$ cat src/sv/assert_macros.svh
`ifndef ASSERT_MACROS_SVH
`define ASSERT_MACROS_SVH

// property that must hold at every clock edge out of reset
`define ASSERT_ALWAYS(label, clk, rst_n, prop, msg) \
    label: assert property (@(posedge clk) disable iff (!rst_n) (prop)) \
        else $error(msg);

// condition in one cycle implies a consequence in the next
`define ASSERT_NEXT(label, clk, rst_n, ante, cons, msg) \
    label: assert property (@(posedge clk) disable iff (!rst_n) (ante) |=> (cons)) \
        else $error(msg);

`endif

$ cat src/sv/brbb_pkg.sv
package brbb_pkg;

    // design limits
    localparam int MAX_DIMENSION = 4096;
    localparam int MAX_FACTOR    = 16;

    localparam int POS_W = $clog2(MAX_DIMENSION);      // position / index bits
    localparam int DIM_W = POS_W + 1;                  // holds MAX_DIMENSION itself
    localparam int PH_W  = $clog2(MAX_FACTOR);         // phase bits
    localparam int N_W   = PH_W + 1;                   // holds MAX_FACTOR itself

    // fixed field widths
    localparam int PIX_W  = 8;
    localparam int FRAC_W = 9;
    localparam int ROI_W  = 12;
    localparam int CFG_IDX_W  = 3;
    localparam int CFG_DATA_W = 13;

    // intermediate widths of the roi arithmetic
    localparam int YA_W   = POS_W + 8 + 2;             // rs*256 + span*frac
    localparam int HB_W   = POS_W + FRAC_W;            // span*frac
    localparam int PROD_W = YA_W + N_W;                // scaled by factor

    // register indexes
    localparam logic [CFG_IDX_W-1:0] CFG_IMAGE_WIDTH   = 3'd0;
    localparam logic [CFG_IDX_W-1:0] CFG_IMAGE_HEIGHT  = 3'd1;
    localparam logic [CFG_IDX_W-1:0] CFG_THRESHOLD     = 3'd2;
    localparam logic [CFG_IDX_W-1:0] CFG_FACTOR        = 3'd3;
    localparam logic [CFG_IDX_W-1:0] CFG_ROW_START_FRC = 3'd4;
    localparam logic [CFG_IDX_W-1:0] CFG_HEIGHT_FRC    = 3'd5;

    // register reset values
    localparam logic [DIM_W-1:0]  RST_IMAGE_WIDTH  = DIM_W'(640);
    localparam logic [DIM_W-1:0]  RST_IMAGE_HEIGHT = DIM_W'(480);
    localparam logic [PIX_W-1:0]  RST_THRESHOLD    = PIX_W'(128);
    localparam logic [N_W-1:0]    RST_FACTOR       = N_W'(4);
    localparam logic [FRAC_W-1:0] RST_ROW_START    = FRAC_W'(0);
    localparam logic [FRAC_W-1:0] RST_HEIGHT_FRC   = FRAC_W'(256);

    typedef enum logic [1:0] {
        ST_RUN,
        ST_MUL,
        ST_SCALE
    } t_state;

    // controller to datapath
    typedef struct packed {
        logic accept;   // pixel word taken this cycle
        logic mul;      // first multiply stage of the roi
        logic scale;    // scale by factor and load the output register
    } t_cmd;

    // datapath to controller
    typedef struct packed {
        logic frame_end;   // presented pixel closes the frame
        logic may_end;     // next pixel could close a frame whatever its payload
    } t_sts;

    // saturate an roi product to the output width
    function automatic logic [ROI_W-1:0] sat_roi(input logic [PROD_W-1:0] v);
        logic [ROI_W-1:0] res;
        if (v > PROD_W'((1 << ROI_W) - 1)) begin
            res = '1;
        end else begin
            res = v[ROI_W-1:0];
        end
        return res;
    endfunction

endpackage

$ cat src/sv/brbb_pix_if.sv
interface brbb_pix_if;
    logic                         valid;
    logic                         ready;
    logic [brbb_pkg::PIX_W-1:0]   pixel;
    logic                         frame_start;

    modport source (output valid, output pixel, output frame_start, input ready);
    modport sink   (input valid, input pixel, input frame_start, output ready);
endinterface

$ cat src/sv/brbb_roi_if.sv
interface brbb_roi_if;
    logic                         valid;
    logic                         ready;
    logic [brbb_pkg::ROI_W-1:0]   roi_x;
    logic [brbb_pkg::ROI_W-1:0]   roi_y;
    logic [brbb_pkg::ROI_W-1:0]   roi_w;
    logic [brbb_pkg::ROI_W-1:0]   roi_h;

    modport source (output valid, output roi_x, output roi_y, output roi_w, output roi_h,
                    input ready);
    modport sink   (input valid, input roi_x, input roi_y, input roi_w, input roi_h,
                    output ready);
endinterface

$ cat src/sv/brbb_dp.sv
module brbb_dp (
    input  logic                              i_clk,
    input  logic                              i_rst_n,
    input  logic                              i_cfg_we,
    input  logic [brbb_pkg::CFG_IDX_W-1:0]    i_cfg_index,
    input  logic [brbb_pkg::CFG_DATA_W-1:0]   i_cfg_data,
    input  logic [brbb_pkg::PIX_W-1:0]        i_pixel,
    input  logic                              i_frame_start,
    input  brbb_pkg::t_cmd                    i_cmd,
    output brbb_pkg::t_sts                    o_sts,
    output logic [brbb_pkg::ROI_W-1:0]        o_roi_x,
    output logic [brbb_pkg::ROI_W-1:0]        o_roi_y,
    output logic [brbb_pkg::ROI_W-1:0]        o_roi_w,
    output logic [brbb_pkg::ROI_W-1:0]        o_roi_h
);

    localparam int POS_W  = brbb_pkg::POS_W;
    localparam int DIM_W  = brbb_pkg::DIM_W;
    localparam int PH_W   = brbb_pkg::PH_W;
    localparam int N_W    = brbb_pkg::N_W;
    localparam int FRAC_W = brbb_pkg::FRAC_W;
    localparam int YA_W   = brbb_pkg::YA_W;
    localparam int HB_W   = brbb_pkg::HB_W;
    localparam int PROD_W = brbb_pkg::PROD_W;
    localparam int ROI_W  = brbb_pkg::ROI_W;

    // configuration registers
    logic [DIM_W-1:0]            r_width, r_height;
    logic [brbb_pkg::PIX_W-1:0]  r_thresh;
    logic [N_W-1:0]              r_factor;
    logic [FRAC_W-1:0]           r_rsf, r_hf;

    // scan state
    logic [POS_W-1:0] r_col_pos, r_row_pos, r_samp_col, r_samp_row;
    logic [PH_W-1:0]  r_col_ph, r_row_ph;
    logic [POS_W-1:0] r_first_col, r_last_col, r_first_row, r_last_row;
    logic [POS_W-1:0] n_col_pos, n_row_pos, n_samp_col, n_samp_row;
    logic [PH_W-1:0]  n_col_ph, n_row_ph;
    logic [POS_W-1:0] n_first_col, n_last_col, n_first_row, n_last_row;

    // frame snapshot and roi pipeline
    logic [POS_W-1:0] r_cs, r_cspan, r_rs, r_rspan;
    logic [YA_W-1:0]  r_ya;
    logic [HB_W-1:0]  r_hb;
    logic [ROI_W-1:0] r_roi_x, r_roi_y, r_roi_w, r_roi_h;

    logic [DIM_W-1:0] w_eff, h_eff, w_m1, h_m1;
    logic [N_W-1:0]   n_eff;
    logic [POS_W-1:0] c_col_pos, c_row_pos, c_samp_col, c_samp_row;
    logic [PH_W-1:0]  c_col_ph, c_row_ph;
    logic [POS_W-1:0] c_first_col, c_last_col, c_first_row, c_last_row;
    logic             col_s, row_s, hit, end_row, frame_end;
    logic [POS_W-1:0] h_first_col, h_last_col, h_first_row, h_last_row;
    logic [PROD_W-1:0] p_x, p_y, p_w, p_h;

    // configuration writes
    always_ff @(posedge i_clk) begin
        if (!i_rst_n) begin
            r_width  <= brbb_pkg::RST_IMAGE_WIDTH;
            r_height <= brbb_pkg::RST_IMAGE_HEIGHT;
            r_thresh <= brbb_pkg::RST_THRESHOLD;
            r_factor <= brbb_pkg::RST_FACTOR;
            r_rsf    <= brbb_pkg::RST_ROW_START;
            r_hf     <= brbb_pkg::RST_HEIGHT_FRC;
        end else if (i_cfg_we) begin
            case (i_cfg_index)
                brbb_pkg::CFG_IMAGE_WIDTH:   r_width  <= i_cfg_data[DIM_W-1:0];
                brbb_pkg::CFG_IMAGE_HEIGHT:  r_height <= i_cfg_data[DIM_W-1:0];
                brbb_pkg::CFG_THRESHOLD:     r_thresh <= i_cfg_data[brbb_pkg::PIX_W-1:0];
                brbb_pkg::CFG_FACTOR:        r_factor <= i_cfg_data[N_W-1:0];
                brbb_pkg::CFG_ROW_START_FRC: r_rsf    <= i_cfg_data[FRAC_W-1:0];
                brbb_pkg::CFG_HEIGHT_FRC:    r_hf     <= i_cfg_data[FRAC_W-1:0];
                default: ;
            endcase
        end
    end

    // clamp dimensions and factor to their legal ranges
    always_comb begin
        w_eff = (r_width == '0) ? DIM_W'(1)
              : (r_width > DIM_W'(brbb_pkg::MAX_DIMENSION)) ? DIM_W'(brbb_pkg::MAX_DIMENSION)
              : r_width;
        h_eff = (r_height == '0) ? DIM_W'(1)
              : (r_height > DIM_W'(brbb_pkg::MAX_DIMENSION)) ? DIM_W'(brbb_pkg::MAX_DIMENSION)
              : r_height;
        n_eff = (r_factor == '0) ? N_W'(1)
              : (r_factor > N_W'(brbb_pkg::MAX_FACTOR)) ? N_W'(brbb_pkg::MAX_FACTOR)
              : r_factor;
        w_m1 = w_eff - DIM_W'(1);
        h_m1 = h_eff - DIM_W'(1);
    end

    // a frame start mark restarts the scan at this pixel
    always_comb begin
        c_col_pos   = i_frame_start ? '0 : r_col_pos;
        c_row_pos   = i_frame_start ? '0 : r_row_pos;
        c_samp_col  = i_frame_start ? '0 : r_samp_col;
        c_samp_row  = i_frame_start ? '0 : r_samp_row;
        c_col_ph    = i_frame_start ? '0 : r_col_ph;
        c_row_ph    = i_frame_start ? '0 : r_row_ph;
        c_first_col = i_frame_start ? '0 : r_first_col;
        c_last_col  = i_frame_start ? '0 : r_last_col;
        c_first_row = i_frame_start ? '0 : r_first_row;
        c_last_row  = i_frame_start ? '0 : r_last_row;
    end

    // sampling, hit test and first/last tracking
    always_comb begin
        col_s = (c_col_ph == '0) && (({1'b0, c_col_pos} + DIM_W'(n_eff)) <= w_eff);
        row_s = (c_row_ph == '0) && (({1'b0, c_row_pos} + DIM_W'(n_eff)) <= h_eff);
        hit   = col_s && row_s && (i_pixel > r_thresh);

        h_first_col = c_first_col;
        h_last_col  = c_last_col;
        h_first_row = c_first_row;
        h_last_row  = c_last_row;
        if (hit) begin
            if ((c_samp_col != '0) && ((c_first_col == '0) || (c_samp_col < c_first_col))) begin
                h_first_col = c_samp_col;
            end
            if (c_samp_col > c_last_col) begin
                h_last_col = c_samp_col;
            end
            if ((c_samp_row != '0) && ((c_first_row == '0) || (c_samp_row < c_first_row))) begin
                h_first_row = c_samp_row;
            end
            if (c_samp_row > c_last_row) begin
                h_last_row = c_samp_row;
            end
        end

        end_row   = {1'b0, c_col_pos} >= w_m1;
        frame_end = end_row && ({1'b0, c_row_pos} >= h_m1);
    end

    // status for the controller
    always_comb begin
        o_sts.frame_end = frame_end;
        o_sts.may_end   = (({1'b0, r_col_pos} >= w_m1) && ({1'b0, r_row_pos} >= h_m1))
                       || ((w_m1 == '0) && (h_m1 == '0));
    end

    // next scan state
    always_comb begin
        n_col_pos   = c_col_pos;
        n_row_pos   = c_row_pos;
        n_samp_col  = c_samp_col;
        n_samp_row  = c_samp_row;
        n_col_ph    = c_col_ph;
        n_row_ph    = c_row_ph;
        n_first_col = h_first_col;
        n_last_col  = h_last_col;
        n_first_row = h_first_row;
        n_last_row  = h_last_row;
        if (frame_end) begin
            n_col_pos   = '0;
            n_row_pos   = '0;
            n_samp_col  = '0;
            n_samp_row  = '0;
            n_col_ph    = '0;
            n_row_ph    = '0;
            n_first_col = '0;
            n_last_col  = '0;
            n_first_row = '0;
            n_last_row  = '0;
        end else if (end_row) begin
            n_col_pos  = '0;
            n_col_ph   = '0;
            n_samp_col = '0;
            if (({1'b0, c_row_ph} + N_W'(1)) >= n_eff) begin
                n_row_ph   = '0;
                n_samp_row = c_samp_row + POS_W'(1);
            end else begin
                n_row_ph = c_row_ph + PH_W'(1);
            end
            n_row_pos = c_row_pos + POS_W'(1);
        end else begin
            if (({1'b0, c_col_ph} + N_W'(1)) >= n_eff) begin
                n_col_ph   = '0;
                n_samp_col = c_samp_col + POS_W'(1);
            end else begin
                n_col_ph = c_col_ph + PH_W'(1);
            end
            n_col_pos = c_col_pos + POS_W'(1);
        end
    end

    always_ff @(posedge i_clk) begin
        if (!i_rst_n) begin
            r_col_pos   <= '0;
            r_row_pos   <= '0;
            r_samp_col  <= '0;
            r_samp_row  <= '0;
            r_col_ph    <= '0;
            r_row_ph    <= '0;
            r_first_col <= '0;
            r_last_col  <= '0;
            r_first_row <= '0;
            r_last_row  <= '0;
        end else if (i_cmd.accept) begin
            r_col_pos   <= n_col_pos;
            r_row_pos   <= n_row_pos;
            r_samp_col  <= n_samp_col;
            r_samp_row  <= n_samp_row;
            r_col_ph    <= n_col_ph;
            r_row_ph    <= n_row_ph;
            r_first_col <= n_first_col;
            r_last_col  <= n_last_col;
            r_first_row <= n_first_row;
            r_last_row  <= n_last_row;
        end
    end

    // snapshot of the hit box on the closing pixel
    always_ff @(posedge i_clk) begin
        if (i_cmd.accept && frame_end) begin
            r_cs    <= h_first_col;
            r_cspan <= (h_last_col >= h_first_col) ? (h_last_col - h_first_col) : '0;
            r_rs    <= h_first_row;
            r_rspan <= (h_last_row >= h_first_row) ? (h_last_row - h_first_row) : '0;
        end
    end

    // first stage: row start plus span times start fraction, span times height fraction
    always_ff @(posedge i_clk) begin
        if (i_cmd.mul) begin
            r_ya <= YA_W'({r_rs, 8'h00}) + YA_W'(r_rspan) * YA_W'(r_rsf);
            r_hb <= HB_W'(r_rspan) * HB_W'(r_hf);
        end
    end

    // second stage: scale by factor, drop the fraction, saturate
    always_comb begin
        p_x = PROD_W'(r_cs) * PROD_W'(n_eff);
        p_w = PROD_W'(r_cspan) * PROD_W'(n_eff);
        p_y = (PROD_W'(r_ya) * PROD_W'(n_eff)) >> 8;
        p_h = (PROD_W'(r_hb) * PROD_W'(n_eff)) >> 8;
    end

    always_ff @(posedge i_clk) begin
        if (i_cmd.scale) begin
            r_roi_x <= brbb_pkg::sat_roi(p_x);
            r_roi_y <= brbb_pkg::sat_roi(p_y);
            r_roi_w <= brbb_pkg::sat_roi(p_w);
            r_roi_h <= brbb_pkg::sat_roi(p_h);
        end
    end

    assign o_roi_x = r_roi_x;
    assign o_roi_y = r_roi_y;
    assign o_roi_w = r_roi_w;
    assign o_roi_h = r_roi_h;

endmodule

$ cat src/sv/brbb_ctrl.sv
`include "assert_macros.svh"

module brbb_ctrl (
    input  logic            i_clk,
    input  logic            i_rst_n,
    input  logic            i_in_valid,
    output logic            o_in_ready,
    output logic            o_out_valid,
    input  logic            i_out_ready,
    input  brbb_pkg::t_sts  i_sts,
    output brbb_pkg::t_cmd  o_cmd
);

    brbb_pkg::t_state r_state, n_state;
    logic             r_out_valid, n_out_valid;
    logic             in_ready, in_accept;

    // pixel intake: only in the run state, and a closing pixel waits while the output word is still held
    always_comb begin
        in_ready  = (r_state == brbb_pkg::ST_RUN) && !(r_out_valid && i_sts.may_end);
        in_accept = i_in_valid && in_ready;
    end

    // next state
    always_comb begin
        n_state = r_state;
        case (r_state)
            brbb_pkg::ST_RUN: begin
                if (in_accept && i_sts.frame_end) begin
                    n_state = brbb_pkg::ST_MUL;
                end
            end
            brbb_pkg::ST_MUL:   n_state = brbb_pkg::ST_SCALE;
            brbb_pkg::ST_SCALE: n_state = brbb_pkg::ST_RUN;
            default:            n_state = brbb_pkg::ST_RUN;
        endcase
    end

    // commands
    always_comb begin
        o_cmd.accept = in_accept;
        o_cmd.mul    = 1'b0;
        o_cmd.scale  = 1'b0;
        case (r_state)
            brbb_pkg::ST_MUL:   o_cmd.mul   = 1'b1;
            brbb_pkg::ST_SCALE: o_cmd.scale = 1'b1;
            default: ;
        endcase
    end

    // output word flag
    always_comb begin
        if (r_state == brbb_pkg::ST_SCALE) begin
            n_out_valid = 1'b1;
        end else if (r_out_valid && i_out_ready) begin
            n_out_valid = 1'b0;
        end else begin
            n_out_valid = r_out_valid;
        end
    end

    always_ff @(posedge i_clk) begin
        if (!i_rst_n) begin
            r_state     <= brbb_pkg::ST_RUN;
            r_out_valid <= 1'b0;
        end else begin
            r_state     <= n_state;
            r_out_valid <= n_out_valid;
        end
    end

    assign o_in_ready  = in_ready;
    assign o_out_valid = r_out_valid;

    // checks
    `ASSERT_NEXT(a_end_starts_calc, i_clk, i_rst_n, in_accept && i_sts.frame_end, r_state == brbb_pkg::ST_MUL, "closing pixel did not start the roi calculation")
    `ASSERT_NEXT(a_scale_loads_out, i_clk, i_rst_n, r_state == brbb_pkg::ST_SCALE, r_out_valid, "roi not presented after scaling")
    `ASSERT_ALWAYS(a_no_overwrite, i_clk, i_rst_n, !(r_out_valid && in_accept && i_sts.frame_end), "closing pixel taken while the output word is still held")
    `ASSERT_ALWAYS(a_busy_blocks_in, i_clk, i_rst_n, (r_state == brbb_pkg::ST_RUN) || !in_accept, "pixel taken during the roi calculation")

endmodule

$ cat src/sv/bright_region_bounding_box_core.sv
// Bright-region bounding box over a streamed grey frame.
// i_pix carries one 8-bit pixel per word in raster order; frame_start marks row 0
// column 0 and drops any partial frame. Every Nth column and row is sampled and
// compared against the threshold; at the last pixel of a frame one roi word
// (x, y, w, h, each saturated at 4095) goes out on o_roi.
// Configuration: i_cfg_we writes i_cfg_data into register i_cfg_index (width,
// height, threshold, factor, row start fraction, height fraction); write only
// while no frame is in flight and no roi is pending.
// Throughput: one pixel per cycle while a frame streams in, save for the pauses
// below. The closing pixel starts a two-step roi calculation (fraction multiply,
// then factor scaling); the roi word becomes valid after the scaling step, and
// pixel intake pauses while the calculation runs.
// The roi sits in an output register; pixels keep flowing while it waits, and
// only a pixel at the closing position of the next frame is held back until
// the roi is taken.
// Reset (synchronous, active low) restores register defaults, clears the scan
// position and hit box, and drops any pending roi. No memory needs clearing.
module bright_region_bounding_box_core (
    input  logic                             i_clk,
    input  logic                             i_rst_n,
    input  logic                             i_cfg_we,
    input  logic [brbb_pkg::CFG_IDX_W-1:0]   i_cfg_index,
    input  logic [brbb_pkg::CFG_DATA_W-1:0]  i_cfg_data,
    brbb_pix_if.sink                         i_pix,
    brbb_roi_if.source                       o_roi
);

    brbb_pkg::t_cmd cmd;
    brbb_pkg::t_sts sts;

    // sequencing and handshakes
    brbb_ctrl u_ctrl (
        .i_clk       (i_clk),
        .i_rst_n     (i_rst_n),
        .i_in_valid  (i_pix.valid),
        .o_in_ready  (i_pix.ready),
        .o_out_valid (o_roi.valid),
        .i_out_ready (o_roi.ready),
        .i_sts       (sts),
        .o_cmd       (cmd)
    );

    // scan, hit tracking and roi arithmetic
    brbb_dp u_dp (
        .i_clk         (i_clk),
        .i_rst_n       (i_rst_n),
        .i_cfg_we      (i_cfg_we),
        .i_cfg_index   (i_cfg_index),
        .i_cfg_data    (i_cfg_data),
        .i_pixel       (i_pix.pixel),
        .i_frame_start (i_pix.frame_start),
        .i_cmd         (cmd),
        .o_sts         (sts),
        .o_roi_x       (o_roi.roi_x),
        .o_roi_y       (o_roi.roi_y),
        .o_roi_w       (o_roi.roi_w),
        .o_roi_h       (o_roi.roi_h)
    );

endmodule

$ cat src/flat_wrapper.sv
// flat-port wrapper written by rule: the top's interface ports become plain ports
module bright_region_bounding_box_core_flat 
  (i_clk, i_rst_n, i_cfg_we, i_cfg_index, i_cfg_data, i_pix_valid, i_pix_pixel, i_pix_frame_start, i_pix_ready, o_roi_valid, o_roi_roi_x, o_roi_roi_y, o_roi_roi_w, o_roi_roi_h, o_roi_ready);
  brbb_pix_if i_pix_i ();
  brbb_roi_if o_roi_i ();
  input  logic i_clk;
  input  logic i_rst_n;
  input  logic i_cfg_we;
  input  logic [brbb_pkg::CFG_IDX_W-1:0] i_cfg_index;
  input  logic [brbb_pkg::CFG_DATA_W-1:0] i_cfg_data;
  input wire logic [$bits(i_pix_i.valid)-1:0] i_pix_valid;
  input wire logic [$bits(i_pix_i.pixel)-1:0] i_pix_pixel;
  input wire logic [$bits(i_pix_i.frame_start)-1:0] i_pix_frame_start;
  output wire logic [$bits(i_pix_i.ready)-1:0] i_pix_ready;
  output wire logic [$bits(o_roi_i.valid)-1:0] o_roi_valid;
  output wire logic [$bits(o_roi_i.roi_x)-1:0] o_roi_roi_x;
  output wire logic [$bits(o_roi_i.roi_y)-1:0] o_roi_roi_y;
  output wire logic [$bits(o_roi_i.roi_w)-1:0] o_roi_roi_w;
  output wire logic [$bits(o_roi_i.roi_h)-1:0] o_roi_roi_h;
  input wire logic [$bits(o_roi_i.ready)-1:0] o_roi_ready;
  assign i_pix_i.valid = i_pix_valid;
  assign i_pix_i.pixel = i_pix_pixel;
  assign i_pix_i.frame_start = i_pix_frame_start;
  assign i_pix_ready = i_pix_i.ready;
  assign o_roi_valid = o_roi_i.valid;
  assign o_roi_roi_x = o_roi_i.roi_x;
  assign o_roi_roi_y = o_roi_i.roi_y;
  assign o_roi_roi_w = o_roi_i.roi_w;
  assign o_roi_roi_h = o_roi_i.roi_h;
  assign o_roi_i.ready = o_roi_ready;
  bright_region_bounding_box_core u_core (.i_clk(i_clk), .i_rst_n(i_rst_n), .i_cfg_we(i_cfg_we), .i_cfg_index(i_cfg_index), .i_cfg_data(i_cfg_data), .i_pix(i_pix_i), .o_roi(o_roi_i));
endmodule
$ cat config.mk
export PLATFORM = sky130hd
export DESIGN_NAME = bright_region_bounding_box_core_flat
export DESIGN_NICKNAME = d
export VERILOG_FILES = /design/src/sv/brbb_pkg.sv /design/src/sv/brbb_pix_if.sv /design/src/sv/brbb_roi_if.sv /design/src/sv/brbb_dp.sv /design/src/sv/brbb_ctrl.sv /design/src/sv/bright_region_bounding_box_core.sv /design/src/flat_wrapper.sv
export VERILOG_INCLUDE_DIRS = /design/src /design/src/sv
export SDC_FILE = /design/constraint.sdc
export NUM_CORES = 2
export LEC_CHECK = 0
export BUFFER_PORTS_ARGS = -buffer_cell sky130_fd_sc_hd__buf_2
export CAP_MARGIN = 20
export CORE_MARGIN = 2
export CORE_UTILIZATION = 65
export CTS_CLUSTER_SIZE = 24
export DETAILED_ROUTE_END_ITERATION = 8
export PLACE_DENSITY = 0.79
export REMOVE_ABC_BUFFERS = 1
export SLEW_MARGIN = 20
export SYNTH_ARGS = -nofsm -noshare
export SYNTH_HDL_FRONTEND = slang
export SYNTH_HIERARCHICAL = 1
export SYNTH_SLANG_ARGS = --single-unit
$ cat constraint.sdc
create_clock -name i_clk -period 12.4 [get_ports i_clk]
set_clock_uncertainty 0.15 [all_clocks]
set_input_delay 1.86 -clock i_clk [delete_from_list [all_inputs] [get_ports i_clk]]
set_output_delay 1.86 -clock i_clk [all_outputs]
set_load 0.05 [all_outputs]
# Yosys cells after proc, flatten, opt, wreduce, memory -nomap -nowiden

Index checks and enable logic that the tools add are counted.

Add/sub/neg operators: 15
Multipliers: 6
$lt $le $gt $ge: 22
Eq/ne operators: 8
Mux-type cells: 50
Reductions and logical operators: 38

Operators by type and width:

| kind                                                  | count |
|---|---|
| 2-to-1 mux 12 bit                                     | 30 |
| >= comparator 12 x 13 -> 1 bit                        | 4 |
| zero test 13 bit                                      | 4 |
| 2-to-1 mux 13 bit                                     | 4 |
| adder 12 x 1 -> 12 bit (second input constant)        | 4 |
| multiplier 12 x 9 -> 21 bit                           | 2 |
| > comparator 17 x 12 -> 1 bit (second input constant) | 2 |
| multiplier 12 x 5 -> 17 bit                           | 2 |
| 2-to-1 mux 4 bit                                      | 8 |
| multiplier 22 x 5 -> 27 bit                           | 1 |
| adder 12 x 5 -> 13 bit                                | 2 |
| > comparator 13 bit (second input constant)           | 2 |
| less-or-equal comparator 13 bit                       | 2 |
| multiplier 21 x 5 -> 26 bit                           | 1 |
| subtractor 13 x 1 -> 13 bit (second input constant)   | 2 |
| >= comparator 12 bit                                  | 2 |
| > comparator 12 bit                                   | 2 |
| zero test 12 bit                                      | 2 |
| < comparator 12 bit                                   | 2 |
| nonzero test 12 bit                                   | 2 |
| subtractor 12 bit                                     | 2 |
| adder 20 x 21 -> 22 bit                               | 1 |
| > comparator 19 x 12 -> 1 bit (second input constant) | 1 |
| > comparator 18 x 12 -> 1 bit (second input constant) | 1 |
| 24 further kinds                                      | 54 |

Register bits after elaboration: 303
Bits of input ports: 30
Output and inout port bits: 50
Logic and storage cells: 167

# Longest topological paths before layout

Word-level depth: 14
Gate-level depth with buffers: 40

# Modules after synthesis

Netlist, hierarchy kept.

Modules (own cells, without submodules):

| module    | times used | cells each | area each (um^2) | seq. area each (um^2) |
|---|---|---|---|---|
| brbb_dp   | 1          | 3917       | 34346.7          | 7397.1 |
| brbb_ctrl | 1          | 14         | 143.9            | 60.1 |

# Least setup slack after synthesis

Ideal clock, no wire load.

Kind: register to register
Start point: reg u_core.u_dp.r_height[8]
End point: reg u_core.u_dp.r_cs[0], enable pin
Setup time: 0.572 ns
Data arrival time: 9.492 ns
Required time: 11.678 ns
Setup slack: 2.186 ns
Cell stages (with the launch flop): 24
Path through: dfxtp_1 -> nor3_1 -> nand2_1 -> nor4_1 -> a21oi_1 -> nor2_1 -> inv_1 -> ha_1 -> xor2_1 -> ha_1 -> a21o_1 -> a21o_1 -> a21o_1 -> a2111oi_0 -> o21ai_0 -> o2111ai_1 -> o21ai_0 -> a211oi_2 -> and2_1 -> buf_4 -> inv_1 -> buf_1 -> clkbuf_1 -> nor4_1

RTL lines:

| item                     | line           | text |
|---|---|---|
| start: declaration       | brbb_dp.sv:28  | `logic [DIM_W-1:0] r_width, r_height;` |
| start signal: assignment | brbb_dp.sv:60  | `r_height <= brbb_pkg::RST_IMAGE_HEIGHT;` |
| start signal: assignment | brbb_dp.sv:68  | `brbb_pkg::CFG_IMAGE_HEIGHT: r_height <= i_cfg_data[DIM_W-1:0];` |
| end signal: assignment   | brbb_dp.sv:217 | `r_cs <= h_first_col;` |
| end: declaration         | brbb_dp.sv:42  | `logic [POS_W-1:0] r_cs, r_cspan, r_rs, r_rspan;` |

# Worst setup path after layout

Start point: in i_pix_frame_start
End point: reg u_core.u_dp.r_rspan[5], data pin

Word-level cells in the longest chain between the ends: 8

RTL lines:

| item                                                             | line                           | text |
|---|---|---|
| start: declaration                                               | flat_wrapper.sv:13             | `input wire logic [$bits(i_pix_i.frame_start)-1:0] i_pix_frame_start;` |
| 2-to-1 mux 12 bit, on equally long branches                      | brbb_dp.sv:95, brbb_dp.sv:96   |  |
| adder 12 x 5 -> 13 bit, on equally long branches                 | brbb_dp.sv:109, brbb_dp.sv:110 |  |
| less-or-equal comparator 13 bit, on equally long branches        | brbb_dp.sv:109, brbb_dp.sv:110 |  |
| logical AND 1 bit, on equally long branches                      | brbb_dp.sv:109, brbb_dp.sv:110 |  |
| logical AND 1 bit (2 in series)                                  | brbb_dp.sv:111                 | `hit = col_s && row_s && (i_pixel > r_thresh);` |
| 2-to-1 mux 12 bit                                                | brbb_dp.sv:117                 | `if (hit) begin` |
| subtractor 12 bit / >= comparator 12 bit (equally long branches) | brbb_dp.sv:220                 | `r_rspan <= (h_last_row >= h_first_row) ? (h_last_row - h_first_row) : '0;` |
| end signal: assignment                                           | brbb_dp.sv:220                 |  |
| end: declaration                                                 | brbb_dp.sv:42                  |  |

Several ways; a longest one is shown, not always the timed one.
A chain may end at the register's enable or synchronous reset.

==> metrics.txt <==
status completed; Cell Pwr Density 77.8 nW/µm²; fraction of layout cells with a size suffix above 1 0.0582; hold_buf cts 0; Synth Register Bits 303; Top delay family on crit path simple AND/OR/NAND/NOR gates; CTS tree done; commonest cells in the netlist 625 x nand2_1, 435 x inv_1, 387 x ha_1; Antenna Nets Post-Route 0; post-synthesis async set-or-reset flop share 0; CP max-delay cell buf_4; highest fanout seen on the critical path 80; Finish-stage setup viols 0; Final GP Congestion 0.940; count leader, synth nand2_1; maximum VDD drop 0.0000867 V; first-pass GRT wire length 132 mm; slew at the pin closest to its max-slew limit 1030 ps; Setup crit end kind register; clk_lat worst skew 570 ps; cell accounting for the most synthesized area fa_1; minimum clock period 9300 ps; # IOs 80; Worst path most repeated cell a21oi_1; FP Rows 84; total core area 52600 µm²; Die W 234 µm; placed cell count 4555; Setup CP Type input pin to register; Final Hold Viols 0; sequential element share of the synthesized area 0.216; Pleak 17.3 nW; Setup Buffers After CTS 0; total CTS buffers 38; total gr overflow 0; Num Clock Sinks 303; CTS H-tree depth 2; Final TNS setup 0 ps; Max Slew Vio Count 0; Synth Warn # 6; GRT Util Overall 0.296; Synth cell types 98; maxcap violations 0; Residual DRC 0; vias 27286; initial antenna violation count 0; buffers and inverters on the worst path 3; CTS root buf clkbuf_16; max incr delay on CP 670 ps; fin crit share 0.750; Avg WL per Cell 17.2 µm; vias per cell 5.90; top_reg_cell synth dfxtp_1; clock buffer depth 3; initial core utilization 0.656; Mapped Cells 3931; Syn Area/Cell 8.77 µm²; Final #Nets 4658; Initial DRT Pass Iterations 5; Post-synth EDFFs 139; share of the synthesized area in the top cell type 0.194; Final HPWL DP 60.2 mm; drt initial violations 1910; Post-CTS Resized 0; Synth Cell Area 34500 µm²; HP Class register to register; Port Buffers 79; Worst Path Required 12520 ps; CP arrival 9420 ps; Die H 234 µm; type of origin of the critical path input pin; ANT cells 0; pin count of the biggest net entering global routing 88; P&R area growth vs syn 6.08%; Non-Filler Instances 4624; final WL 79.4 mm; leading post-synthesis cells by cell area fa_1 19%, ha_1 14%, edfxtp_1 12%; vias in the first global route 27022; RSZ-0062 raised after global routing false; Worst-path clk slew 60 ps; max frequency 108 MHz; Rel. slew slack 0.308; Die Area 54900 µm²
metal layers:
layer	up-vias	part of all wire	GRT usage
met5	-	0	0
met4	0	0.027	0.0888
met3	137	0.052	0.0392
met2	696	0.48	0.502
met1	13347	0.44	0.396
li1	13106	-	-
state kept, by name (all words and copies together) (netlist names), 13 cells and up:
register              cells
u_core/u_dp/r_hb         21
u_core/u_dp/r_height     13
u_core/u_dp/r_width      13
u_core/u_dp/r_ya         22
power breakdown:
group	switching, mW	internal (mW)
Clock	0.467	0.714
Combinational	0.342	0.249
Sequential	0.0104	1.06
Total	0.820	2.03
cells in the final DEF, fill, tap and decap left out, types with 12 or more instances in the layout:
| master | n |
|---|---|
| a211oi_1 | 16 |
| a21o_1 | 62 |
| a21oi_1 | 172 |
| a22o_1 | 15 |
| a22oi_1 | 16 |
| a31oi_1 | 24 |
| and2_1 | 299 |
| and3_1 | 20 |
| and4_1 | 12 |
| buf_2 | 79 |
| buf_4 | 21 |
| clkbuf_16 | 41 |
| dfxtp_1 | 163 |
| edfxtp_1 | 139 |
| fa_1 | 334 |
| ha_1 | 387 |
| inv_1 | 433 |
| mux2i_1 | 57 |
| nand2_1 | 625 |
| nand2b_1 | 30 |
| nand3_1 | 78 |
| nand3b_1 | 13 |
| nand4_1 | 38 |
| nor2_1 | 177 |
| nor2b_1 | 57 |
| nor3_1 | 58 |
| nor4_1 | 23 |
| o21a_1 | 31 |
| o21ai_0 | 113 |
| o21bai_1 | 12 |
| o2bb2ai_1 | 23 |
| or2_2 | 22 |
| or3_1 | 12 |
| xnor2_1 | 76 |
| xor2_1 | 48 |
cell type report:
class	instances	area, µm²
Fill cell	4134	16000
Clock inverter	17	213
Multi-Input combinational cell	3027	24800
Clock buffer	52	1110
Sequential cell	303	7460
Tap cell	688	861
Inverter	437	1640
Timing Repair Buffer	100	553
final timing paths:
kind                                          start                                      to  slack (ps)  cells past startpoint
max                               i_pix_frame_start    u_core/u_dp/r_rspan[5]$_SDFFCE_PN0P_        3100                     29
max reg2reg    u_core/u_dp/r_factor[1]$_SDFFE_PN0P_    u_core/u_dp/r_rspan[5]$_SDFFCE_PN0P_        3960                     28
min          u_core/u_dp/r_last_row[0]$_SDFFE_PN0P_  u_core/u_dp/r_last_row[0]$_SDFFE_PN0P_         300                      2
min reg2reg  u_core/u_dp/r_last_row[0]$_SDFFE_PN0P_  u_core/u_dp/r_last_row[0]$_SDFFE_PN0P_         300                      2
worst register-to-register path, delay by kind of cell, from the launching register on:
family | cells | cell delay, ps
buffers and inverters | 1 | 320
flip-flops | 1 | 410
adder cells (fa/ha/maj) | 3 | 1100
XOR/XNOR | 1 | 170
AND/OR/NAND/NOR | 10 | 2770
AO/OA/AOI/OAI | 12 | 2960
multiplexers | 1 | 250
cells by family after synthesis:
logic type,synth area share
DFF,0.216
adders and majority gates,0.335
buffers and inverters,0.0677
muxes,0.0175
xor gates and xnor gates,0.0315
and+or+nand+nor,0.215
AOI/OAI and AO/OA,0.118
per-stage QoR:
| stage | power [mW] | hold slack (ps) | utilization | instance area, µm² | setup WS, ps |
|---|---|---|---|---|---|
| 4_1_cts | 2.86 | 302 | 0.696 | 36600 | 3180 |
| 3_3_place_gp | 1.66 | 279 | 0.671 | 35300 | 2670 |
| 5_1_grt | 2.99 | 328 | 0.696 | 36600 | 2450 |
| 3_5_place_dp | 1.68 | 289 | 0.671 | 35300 | 2650 |
| 6_report | 2.85 | 304 | 0.696 | 36600 | 3100 |
| 2_1_floorplan | 1.55 | 267 | - | 33800 | 1380 |
No activity file was read; power rests on OpenSTA's default activity.
